**src/sv/aqlb_pkg.sv**
```systemverilog
// Package of the LED bar mapper: payload types, cutoff tables and colour tables.
`default_nettype none

package aqlb_pkg;

  // Bar geometry.
  localparam int unsigned NUM_LEDS       = 11;
  localparam logic [3:0]  LAST_LED       = 4'd10;
  localparam int unsigned LEGACY_OFFSET  = 2;
  localparam int unsigned LEGACY_SIZE    = 9;
  localparam logic [3:0]  LEGACY_MAX_LVL = 4'd9;

  // Register map: one register, bar_mode, at byte address 0.
  localparam int unsigned PADDR_W       = 3;
  localparam logic [0:0]  REG_BAR_MODE  = 1'b0;

  typedef enum logic [1:0] {
    MODE_CO2   = 2'd0,
    MODE_PM    = 2'd1,
    MODE_COMBO = 2'd2,
    MODE_OFF   = 2'd3
  } bar_mode_e;

  typedef enum logic [1:0] {
    STATUS_CLEAR  = 2'd0,
    STATUS_RED    = 2'd1,
    STATUS_ORANGE = 2'd2,
    STATUS_VIOLET = 2'd3
  } status_e;

  // Colour sequence of the combo columns; the legacy bar starts at green.
  typedef enum logic [2:0] {
    COL_BLUE   = 3'd0,
    COL_GREEN  = 3'd1,
    COL_YELLOW = 3'd2,
    COL_ORANGE = 3'd3,
    COL_RED    = 3'd4,
    COL_PURPLE = 3'd5
  } color_e;

  typedef struct packed {
    logic [7:0] red;
    logic [7:0] green;
    logic [7:0] blue;
  } rgb_t;

  typedef rgb_t [NUM_LEDS-1:0] frame_t;

  typedef struct packed {
    logic [1:0]         status_color;
    logic signed [11:0] temperature_half;
    logic [7:0]         humidity_half;
    logic [14:0]        co2_half;
    logic [10:0]        pm25_half;
    logic [9:0]         tvoc_half;
    logic [9:0]         nox_half;
  } in_item_t;

  typedef struct packed {
    logic [3:0] led_index;
    logic [7:0] red;
    logic [7:0] green;
    logic [7:0] blue;
    logic       last_led;
  } out_item_t;

  // Combo cutoffs in whole units; values arrive in half units.
  localparam logic [7:0]  TEMP_CUT [5] = '{8'd15, 8'd26, 8'd30, 8'd34, 8'd38};
  localparam logic [7:0]  HUM_CUT  [5] = '{8'd30, 8'd60, 8'd70, 8'd80, 8'd90};
  localparam logic [11:0] CO2_CUT  [9] = '{12'd526, 12'd654, 12'd813, 12'd1010, 12'd1256,
                                           12'd1561, 12'd1941, 12'd2413, 12'd3000};
  localparam logic [7:0]  PM_CUT   [9] = '{8'd6, 8'd10, 8'd16, 8'd25, 8'd40,
                                           8'd63, 8'd100, 8'd158, 8'd250};
  localparam logic [8:0]  IDX_CUT  [4] = '{9'd100, 9'd200, 9'd300, 9'd400};

  // Legacy lower bounds in whole units; the repeated 1000 skips a level.
  localparam logic [11:0] CO2_LVL  [9] = '{12'd600, 12'd800, 12'd1000, 12'd1000, 12'd1250,
                                           12'd1500, 12'd1750, 12'd2000, 12'd3000};
  localparam logic [7:0]  PM_LVL   [9] = '{8'd5, 8'd9, 8'd20, 8'd35, 8'd45,
                                           8'd55, 8'd100, 8'd125, 8'd225};

  localparam rgb_t RGB_CLEAR = '{red: 8'd0, green: 8'd0, blue: 8'd0};

  function automatic rgb_t combo_color(color_e c);
    rgb_t rgb;
    unique case (c)
      COL_BLUE:   rgb = '{red: 8'd0,   green: 8'd0,   blue: 8'd255};
      COL_GREEN:  rgb = '{red: 8'd0,   green: 8'd255, blue: 8'd0};
      COL_YELLOW: rgb = '{red: 8'd255, green: 8'd255, blue: 8'd0};
      COL_ORANGE: rgb = '{red: 8'd255, green: 8'd128, blue: 8'd0};
      COL_RED:    rgb = '{red: 8'd255, green: 8'd0,   blue: 8'd0};
      COL_PURPLE: rgb = '{red: 8'd180, green: 8'd0,   blue: 8'd255};
      default:    rgb = RGB_CLEAR;
    endcase
    return rgb;
  endfunction

  function automatic rgb_t status_rgb(status_e s);
    rgb_t rgb;
    unique case (s)
      STATUS_CLEAR:  rgb = RGB_CLEAR;
      STATUS_RED:    rgb = '{red: 8'd255, green: 8'd0,   blue: 8'd0};
      STATUS_ORANGE: rgb = '{red: 8'd233, green: 8'd183, blue: 8'd54};
      STATUS_VIOLET: rgb = '{red: 8'd139, green: 8'd24,  blue: 8'd248};
      default:       rgb = RGB_CLEAR;
    endcase
    return rgb;
  endfunction

endpackage

`default_nettype wire

```
**src/sv/aqlb_frame.sv**
```systemverilog
// Colour frame of all eleven LEDs for one registered measurement set.
`default_nettype none

module aqlb_frame (
  input  aqlb_pkg::in_item_t  item_i,
  input  aqlb_pkg::bar_mode_e mode_i,
  output aqlb_pkg::frame_t    frame_o
);
  import aqlb_pkg::*;

  logic [3:0]  temp_lvl, hum_lvl, co2_lvl, pm_lvl, tvoc_lvl, nox_lvl, leg_lvl;
  logic        is_co2;
  logic [14:0] leg_half;
  logic [15:0] leg_sum;
  logic [14:0] leg_round;
  logic [3:0]  leg_len;
  rgb_t        leg_rgb;
  rgb_t        led0_rgb;

  // Combo levels: count of cutoffs whose double lies at or below the value.
  always_comb begin
    temp_lvl = '0;
    hum_lvl  = '0;
    for (int j = 0; j < 5; j++) begin
      temp_lvl = temp_lvl + 4'(item_i.temperature_half >=
                               $signed({3'b000, TEMP_CUT[j], 1'b0}));
      hum_lvl  = hum_lvl + 4'({1'b0, item_i.humidity_half} >= {HUM_CUT[j], 1'b0});
    end
    co2_lvl = '0;
    pm_lvl  = '0;
    for (int j = 0; j < 9; j++) begin
      co2_lvl = co2_lvl + 4'(item_i.co2_half >= {2'b00, CO2_CUT[j], 1'b0});
      pm_lvl  = pm_lvl + 4'(item_i.pm25_half >= {2'b00, PM_CUT[j], 1'b0});
    end
    tvoc_lvl = '0;
    nox_lvl  = '0;
    for (int j = 0; j < 4; j++) begin
      tvoc_lvl = tvoc_lvl + 4'(item_i.tvoc_half >= {IDX_CUT[j], 1'b0});
      nox_lvl  = nox_lvl + 4'(item_i.nox_half >= {IDX_CUT[j], 1'b0});
    end
  end

  // Legacy level: value rounded half up, counted against the lower bounds.
  always_comb begin
    is_co2    = (mode_i == MODE_CO2);
    leg_half  = is_co2 ? item_i.co2_half : {4'b0000, item_i.pm25_half};
    leg_sum   = {1'b0, leg_half} + 16'd1;
    leg_round = leg_sum[15:1];
    leg_lvl   = '0;
    for (int j = 0; j < 9; j++) begin
      if (is_co2) begin
        leg_lvl = leg_lvl + 4'({3'b000, CO2_LVL[j]} < leg_round);
      end else begin
        leg_lvl = leg_lvl + 4'({7'b0000000, PM_LVL[j]} < leg_round);
      end
    end
    // The skipped CO2 level shortens the bar by one from level three up.
    leg_len = (is_co2 && (leg_lvl >= 4'd3)) ? leg_lvl : leg_lvl + 4'd1;
    leg_rgb = combo_color(color_e'(3'd1 + leg_lvl[3:1]));
  end

  // An active status colour takes the temperature LED in combo mode.
  always_comb begin
    if (status_e'(item_i.status_color) != STATUS_CLEAR) begin
      led0_rgb = status_rgb(status_e'(item_i.status_color));
    end else begin
      led0_rgb = combo_color(color_e'(temp_lvl[2:0]));
    end
  end

  // Assemble the frame for the selected mode.
  always_comb begin
    frame_o = '0;
    unique case (mode_i)
      MODE_COMBO: begin
        frame_o[0] = led0_rgb;
        frame_o[1] = combo_color(color_e'(hum_lvl[2:0]));
        frame_o[3] = combo_color(color_e'(3'd1 + co2_lvl[3:1]));
        frame_o[4] = co2_lvl[0] ? combo_color(color_e'(3'd1 + co2_lvl[3:1])) : RGB_CLEAR;
        frame_o[6] = pm_lvl[0] ? combo_color(color_e'(3'd1 + pm_lvl[3:1])) : RGB_CLEAR;
        frame_o[7] = combo_color(color_e'(3'd1 + pm_lvl[3:1]));
        frame_o[9]  = combo_color(color_e'(3'd1 + tvoc_lvl[2:0]));
        frame_o[10] = combo_color(color_e'(3'd1 + nox_lvl[2:0]));
      end
      MODE_CO2, MODE_PM: begin
        frame_o[0] = status_rgb(status_e'(item_i.status_color));
        for (int j = 0; j < LEGACY_SIZE; j++) begin
          if (leg_lvl == LEGACY_MAX_LVL) begin
            frame_o[LEGACY_OFFSET + j] = (j % 2 == 1) ? combo_color(COL_RED)
                                                      : combo_color(COL_PURPLE);
          end else if ({1'b0, 4'(j)} + {1'b0, leg_len} >= 5'(LEGACY_SIZE)) begin
            frame_o[LEGACY_OFFSET + j] = leg_rgb;
          end
        end
      end
      MODE_OFF: frame_o = '0;
      default:  frame_o = '0;
    endcase
  end

endmodule

`default_nettype wire

```
**src/sv/air_quality_led_bar_mapper.sv**
```systemverilog
// Top level of the LED bar mapper: input register, frame register, LED serialiser, APB register.
//
//   channel  direction  handshake                    payload
//   in       in         in_valid_i / in_stall_o      in_data_i  (aqlb_pkg::in_item_t)
//   out      out        out_valid_o / out_stall_i    out_data_o (aqlb_pkg::out_item_t)
//   apb      in         psel_i, penable_i, pready_o  bar_mode at byte address 0
//
// One measurement set yields eleven LED transactions, one per cycle when unstalled; the
// LED serialiser on the output sets the sustained rate of measurement sets.
// The first LED appears after the input register and then the frame register take the set.
// The next set is taken into the input register while the current frame is still going out.
// Reset empties both stages and sets bar_mode to combo columns. An output stall holds LED.
`default_nettype none

module air_quality_led_bar_mapper (
  input  wire                            clk_i,
  input  wire                            rst_ni,
  // Measurement input
  input  wire                            in_valid_i,
  output logic                           in_stall_o,
  input  aqlb_pkg::in_item_t             in_data_i,
  // LED output
  output logic                           out_valid_o,
  input  wire                            out_stall_i,
  output aqlb_pkg::out_item_t            out_data_o,
  // Configuration port
  input  wire                            psel_i,
  input  wire                            penable_i,
  input  wire                            pwrite_i,
  input  wire [aqlb_pkg::PADDR_W-1:0]    paddr_i,
  input  wire [31:0]                     pwdata_i,
  output logic [31:0]                    prdata_o,
  output logic                           pready_o
);
  import aqlb_pkg::*;

  in_item_t  in_q;
  logic      in_valid_q, in_valid_d;
  frame_t    frame_q, frame_d;
  logic      frame_valid_q, frame_valid_d;
  logic [3:0] idx_q, idx_d;
  bar_mode_e bar_mode_q, bar_mode_d;

  logic in_accept, out_fire, out_last, frame_free, load_frame, in_free;
  logic reg_write;

  // Handshake between the two stages.
  assign out_last   = (idx_q == LAST_LED);
  assign out_fire   = frame_valid_q && !out_stall_i;
  assign frame_free = !frame_valid_q || (out_fire && out_last);
  assign load_frame = in_valid_q && frame_free;
  assign in_free    = !in_valid_q || load_frame;
  assign in_stall_o = !in_free;
  assign in_accept  = in_valid_i && in_free;

  // Frame colours from the registered measurement set.
  aqlb_frame u_frame (
    .item_i  (in_q),
    .mode_i  (bar_mode_q),
    .frame_o (frame_d)
  );

  // Input register.
  assign in_valid_d = in_accept ? 1'b1 : (load_frame ? 1'b0 : in_valid_q);

  always_ff @(posedge clk_i or negedge rst_ni) begin
    if (!rst_ni) begin
      in_valid_q <= 1'b0;
    end else begin
      in_valid_q <= in_valid_d;
    end
  end

  always_ff @(posedge clk_i) begin
    if (in_accept) begin
      in_q <= in_data_i;
    end
  end

  // Frame register and LED counter.
  always_comb begin
    frame_valid_d = frame_valid_q;
    idx_d         = idx_q;
    if (load_frame) begin
      frame_valid_d = 1'b1;
      idx_d         = '0;
    end else if (out_fire) begin
      idx_d = idx_q + 4'd1;
      if (out_last) begin
        frame_valid_d = 1'b0;
      end
    end
  end

  always_ff @(posedge clk_i or negedge rst_ni) begin
    if (!rst_ni) begin
      frame_valid_q <= 1'b0;
      idx_q         <= '0;
    end else begin
      frame_valid_q <= frame_valid_d;
      idx_q         <= idx_d;
    end
  end

  always_ff @(posedge clk_i) begin
    if (load_frame) begin
      frame_q <= frame_d;
    end
  end

  // Output transaction for the current LED.
  always_comb begin
    out_valid_o          = frame_valid_q;
    out_data_o.led_index = idx_q;
    out_data_o.red       = frame_q[idx_q].red;
    out_data_o.green     = frame_q[idx_q].green;
    out_data_o.blue      = frame_q[idx_q].blue;
    out_data_o.last_led  = out_last;
  end

  // Configuration register; the low address bits are ignored, only the top bit selects it.
  assign pready_o   = 1'b1;
  assign reg_write  = psel_i && penable_i && pwrite_i && pready_o &&
                      (paddr_i[PADDR_W-1] == REG_BAR_MODE);
  assign bar_mode_d = reg_write ? bar_mode_e'(pwdata_i[1:0]) : bar_mode_q;

  always_ff @(posedge clk_i or negedge rst_ni) begin
    if (!rst_ni) begin
      bar_mode_q <= MODE_COMBO;
    end else begin
      bar_mode_q <= bar_mode_d;
    end
  end

  assign prdata_o = (paddr_i[PADDR_W-1] == REG_BAR_MODE) ? {30'd0, bar_mode_q} : 32'd0;

endmodule

`default_nettype wire
```
**config.mk**
```make
export PLATFORM = sky130hd
export DESIGN_NAME = air_quality_led_bar_mapper
export DESIGN_NICKNAME = d
export VERILOG_FILES = /design/src/sv/aqlb_pkg.sv /design/src/sv/aqlb_frame.sv /design/src/sv/air_quality_led_bar_mapper.sv
export SDC_FILE = /design/constraint.sdc
export NUM_CORES = 1
export LEC_CHECK = 0
export BUFFER_PORTS_ARGS = -buffer_cell sky130_fd_sc_hd__buf_2
export CORE_MARGIN = 5
export CORE_UTILIZATION = 45
export CTS_CLUSTER_DIAMETER = 200
export DETAILED_ROUTE_END_ITERATION = 6
export GPL_TIMING_DRIVEN = 0
export HOLD_SLACK_MARGIN = 0.05
export PLACE_DENSITY = 0.67
export SETUP_SLACK_MARGIN = 0.1
export SLEW_MARGIN = 20
export SYNTH_ARGS = -nofsm -noshare
export SYNTH_HDL_FRONTEND = slang
export SYNTH_SLANG_ARGS = --single-unit
```
**constraint.sdc**
```tcl
create_clock -name clk_i -period 10.5 [get_ports clk_i]
set_clock_uncertainty 0.15 [all_clocks]
set_input_delay 1.05 -clock clk_i [delete_from_list [all_inputs] [get_ports clk_i]]
set_output_delay 1.05 -clock clk_i [all_outputs]
set_load 0.02 [all_outputs]
```
==> impl_metrics.json <==
{
  "row_count": 54,
  "syn_area_um2": 9770,
  "rsz0062_at_grt": "yes",
  "routed_wl_um": 23800,
  "yosysTopAreaCell": "edfxtp_1",
  "cp-end-kind": "register",
  "stdcell_count": 1445,
  "max_stage_delay_ps": 570,
  "yosysWarnings": 0,
  "grt_antenna_before_repair": 0,
  "path_clk_slew_ps": 60,
  "drv_slew": 0,
  "synthArstFlopShare_pct": 6.06,
  "cp.required_ps": 10520,
  "arrival_ps": 9950,
  "worst_pin_slew_ps": 1020,
  "dr.pass1.iters": 5,
  "die_h_um": 157,
  "status": "completed",
  "ys_ff_latch": 132,
  "grt_max_degree": 60,
  "nets": 1345,
  "clock_latency_ps": 430,
  "grt_pass1_wl_um": 37200,
  "utilization_pct": 53.4,
  "postSynthCellCount": 1001,
  "ys_seq_area_share_pct": 40.2,
  "drive_gt1_share_pct": 18.8,
  "hold_viol": 0,
  "yosys-top-cells-area": "edfxtp_1 38%, ha_1 8.2%, o21ai_0 4.8%, fa_1 3.7%, nand2_1 3.5%",
  "ys_types": 75,
  "vias": 7916,
  "cts.sinks": 132,
  "io_pins": 174,
  "synthToLayoutAreaGrowth_pct": 18.3,
  "dp_cells": 1413,
  "place_hpwl_um": 18300,
  "netlist.area_leader.share_pct": 38.1,
  "initial_utilization_pct": 45.2,
  "drtIter0Drc": 688,
  "cp_slowest_cell": "xor2_2",
  "grt_usage_pct": 19.1,
  "dieArea_um2": 24800,
  "fin_crit_sh_pct": 94.5,
  "fmax_mhz": 101,
  "min_period_ps": 9920,
  "antenna_cells": 0,
  "grt_pass1_vias": 7231,
  "hold_class": "in -> async",
  "die_x_um": 157,
  "drc": 0,
  "mostFrequentLayoutCells": "124 x edfxtp_1, 101 x buf_2, 93 x o21ai_0",
  "clk_path_buf_depth": 2,
  "ant_nets": 0,
  "syn_area_per_cell_um2": 9.76,
  "io_buffers": 101,
  "viasPerCell": 5.48,
  "critical_path_class": "reg -> reg",
  "synth-main-ff-cell": "edfxtp_1",
  "cap_violations": 0,
  "relSlewSlack_pct": 32.0,
  "critPathLaunchType": "register",
  "setup-tns-final_ps": 0,
  "final_common_cell": "edfxtp_1",
  "htreeDepth": 4,
  "finalSetupViolations": 0,
  "hold_buffers": 0,
  "synth_edf_count": 124,
  "crit_top_cell": "ha_1",
  "cts_tree": "yes",
  "numCtsBuffers": 17,
  "root_buffer": "clkbuf_16",
  "overflow": 0,
  "wl_per_cell_um": 16.4,
  "setup_slack_ps": 577,
  "critPathMaxFanout": 12,
  "gp_congestion": 0.922,
  "core-area_um2": 21600,
  "place_ws_ps": -716
}
## worst max-delay path: cells and delay by family (launching register included)
family                   cells  cell delay, ps
buffers and inverters        5            1000
flip-flops                   1             550
AND/OR/NAND/NOR              9            1930
XOR/XNOR                     4            1420
multiplexers                 2             500
adder cells (fa/ha/maj)      9            2920
AO/OA/AOI/OAI                4            1190
## worst paths after layout
kind                                            from                   endpoint  slack, ps  cells past startpoint
max                        bar_mode_q[1]$_DFFE_PN1P_     frame_q[117]$_DFFE_PP_        580                     33
min                                           rst_ni  bar_mode_q[0]$_DFFE_PN0P_        330                      1
max reg2reg                bar_mode_q[1]$_DFFE_PN1P_     frame_q[117]$_DFFE_PP_        580                     33
min reg2reg                   in_valid_q$_DFFE_PN0P_    out_valid_o$_DFFE_PN0P_        340                      1
max in group asynchronous                     rst_ni  bar_mode_q[1]$_DFFE_PN1P_       9610                      1
min in group clk_i            in_valid_q$_DFFE_PN0P_    out_valid_o$_DFFE_PN0P_        340                      1
## synth_stat cells (13+ instances only)
library cell	n
nor3_1	18
nor2_1	64
xor2_1	18
clkbuf_1	39
nor2b_1	13
nand4_1	15
nand2b_1	19
xnor2_1	22
a21oi_1	53
inv_1	63
mux2i_1	20
buf_4	41
edfxtp_1	124
nand3_1	28
o21ai_0	93
nand2_1	92
o211ai_1	17
fa_1	18
ha_1	64
## kinds of logic (layout without fill, tap and decap cells)
family	count (synthesis)	in the layout	synth area share, %
AO/OA/AOI/OAI	258	258	16.7
other	2	31	0.0769
adder cells (fa/ha/maj)	82	82	11.9
XOR/XNOR	43	43	4.34
AND/OR/NAND/NOR	303	303	15.3
multiplexers	33	33	4.24
flip-flops	132	132	40.2
buffers and inverters	148	283	7.34
## per-stage QoR
step	area (um^2)	hold WS, ps
floorplan	9880	299
global placement	10700	314
detailed placement	10800	332
CTS	11500	316
global route	11600	334
finish	11600	334
## layout make-up
class / count / area [um^2]
fillers: 1934 / 10100
multi-input cells: 750 / 5320
flip-flops and latches: 132 / 3930
repair buffers: 105 / 576
plain buffers: 82 / 478
clock buffers: 18 / 429
well taps: 280 / 350
inverters: 65 / 244
clock inverters: 13 / 231
## what timing repair did
action	CTS	global route
setup buffers	0	2
setup endpoints to repair	41	39
endpoints found under the hold margin	0	0
cloned	0	0
resized for setup	4	17
pin swaps	0	1
## state kept, by name, indices dropped and copies added, names as in the netlist
register,count
bar_mode_q,2
in_q,59
in_valid_q,1
out_valid_o,1
idx_q,4
frame_q,65
## routing by layer
metal | global-route usage, % | vias to the layer above | share of wire [%]
li1 | - | 3879 | -
met5 | 0 | - | 0
met3 | 4.07 | 24 | 7.3
met4 | 5.49 | 0 | 1.4
met1 | 26.0 | 3710 | 44
met2 | 30.9 | 303 | 47
Power is left out: the tool's default activity adds up to more than one toggle a clock period on the data nets, which glitch-free logic cannot reach.
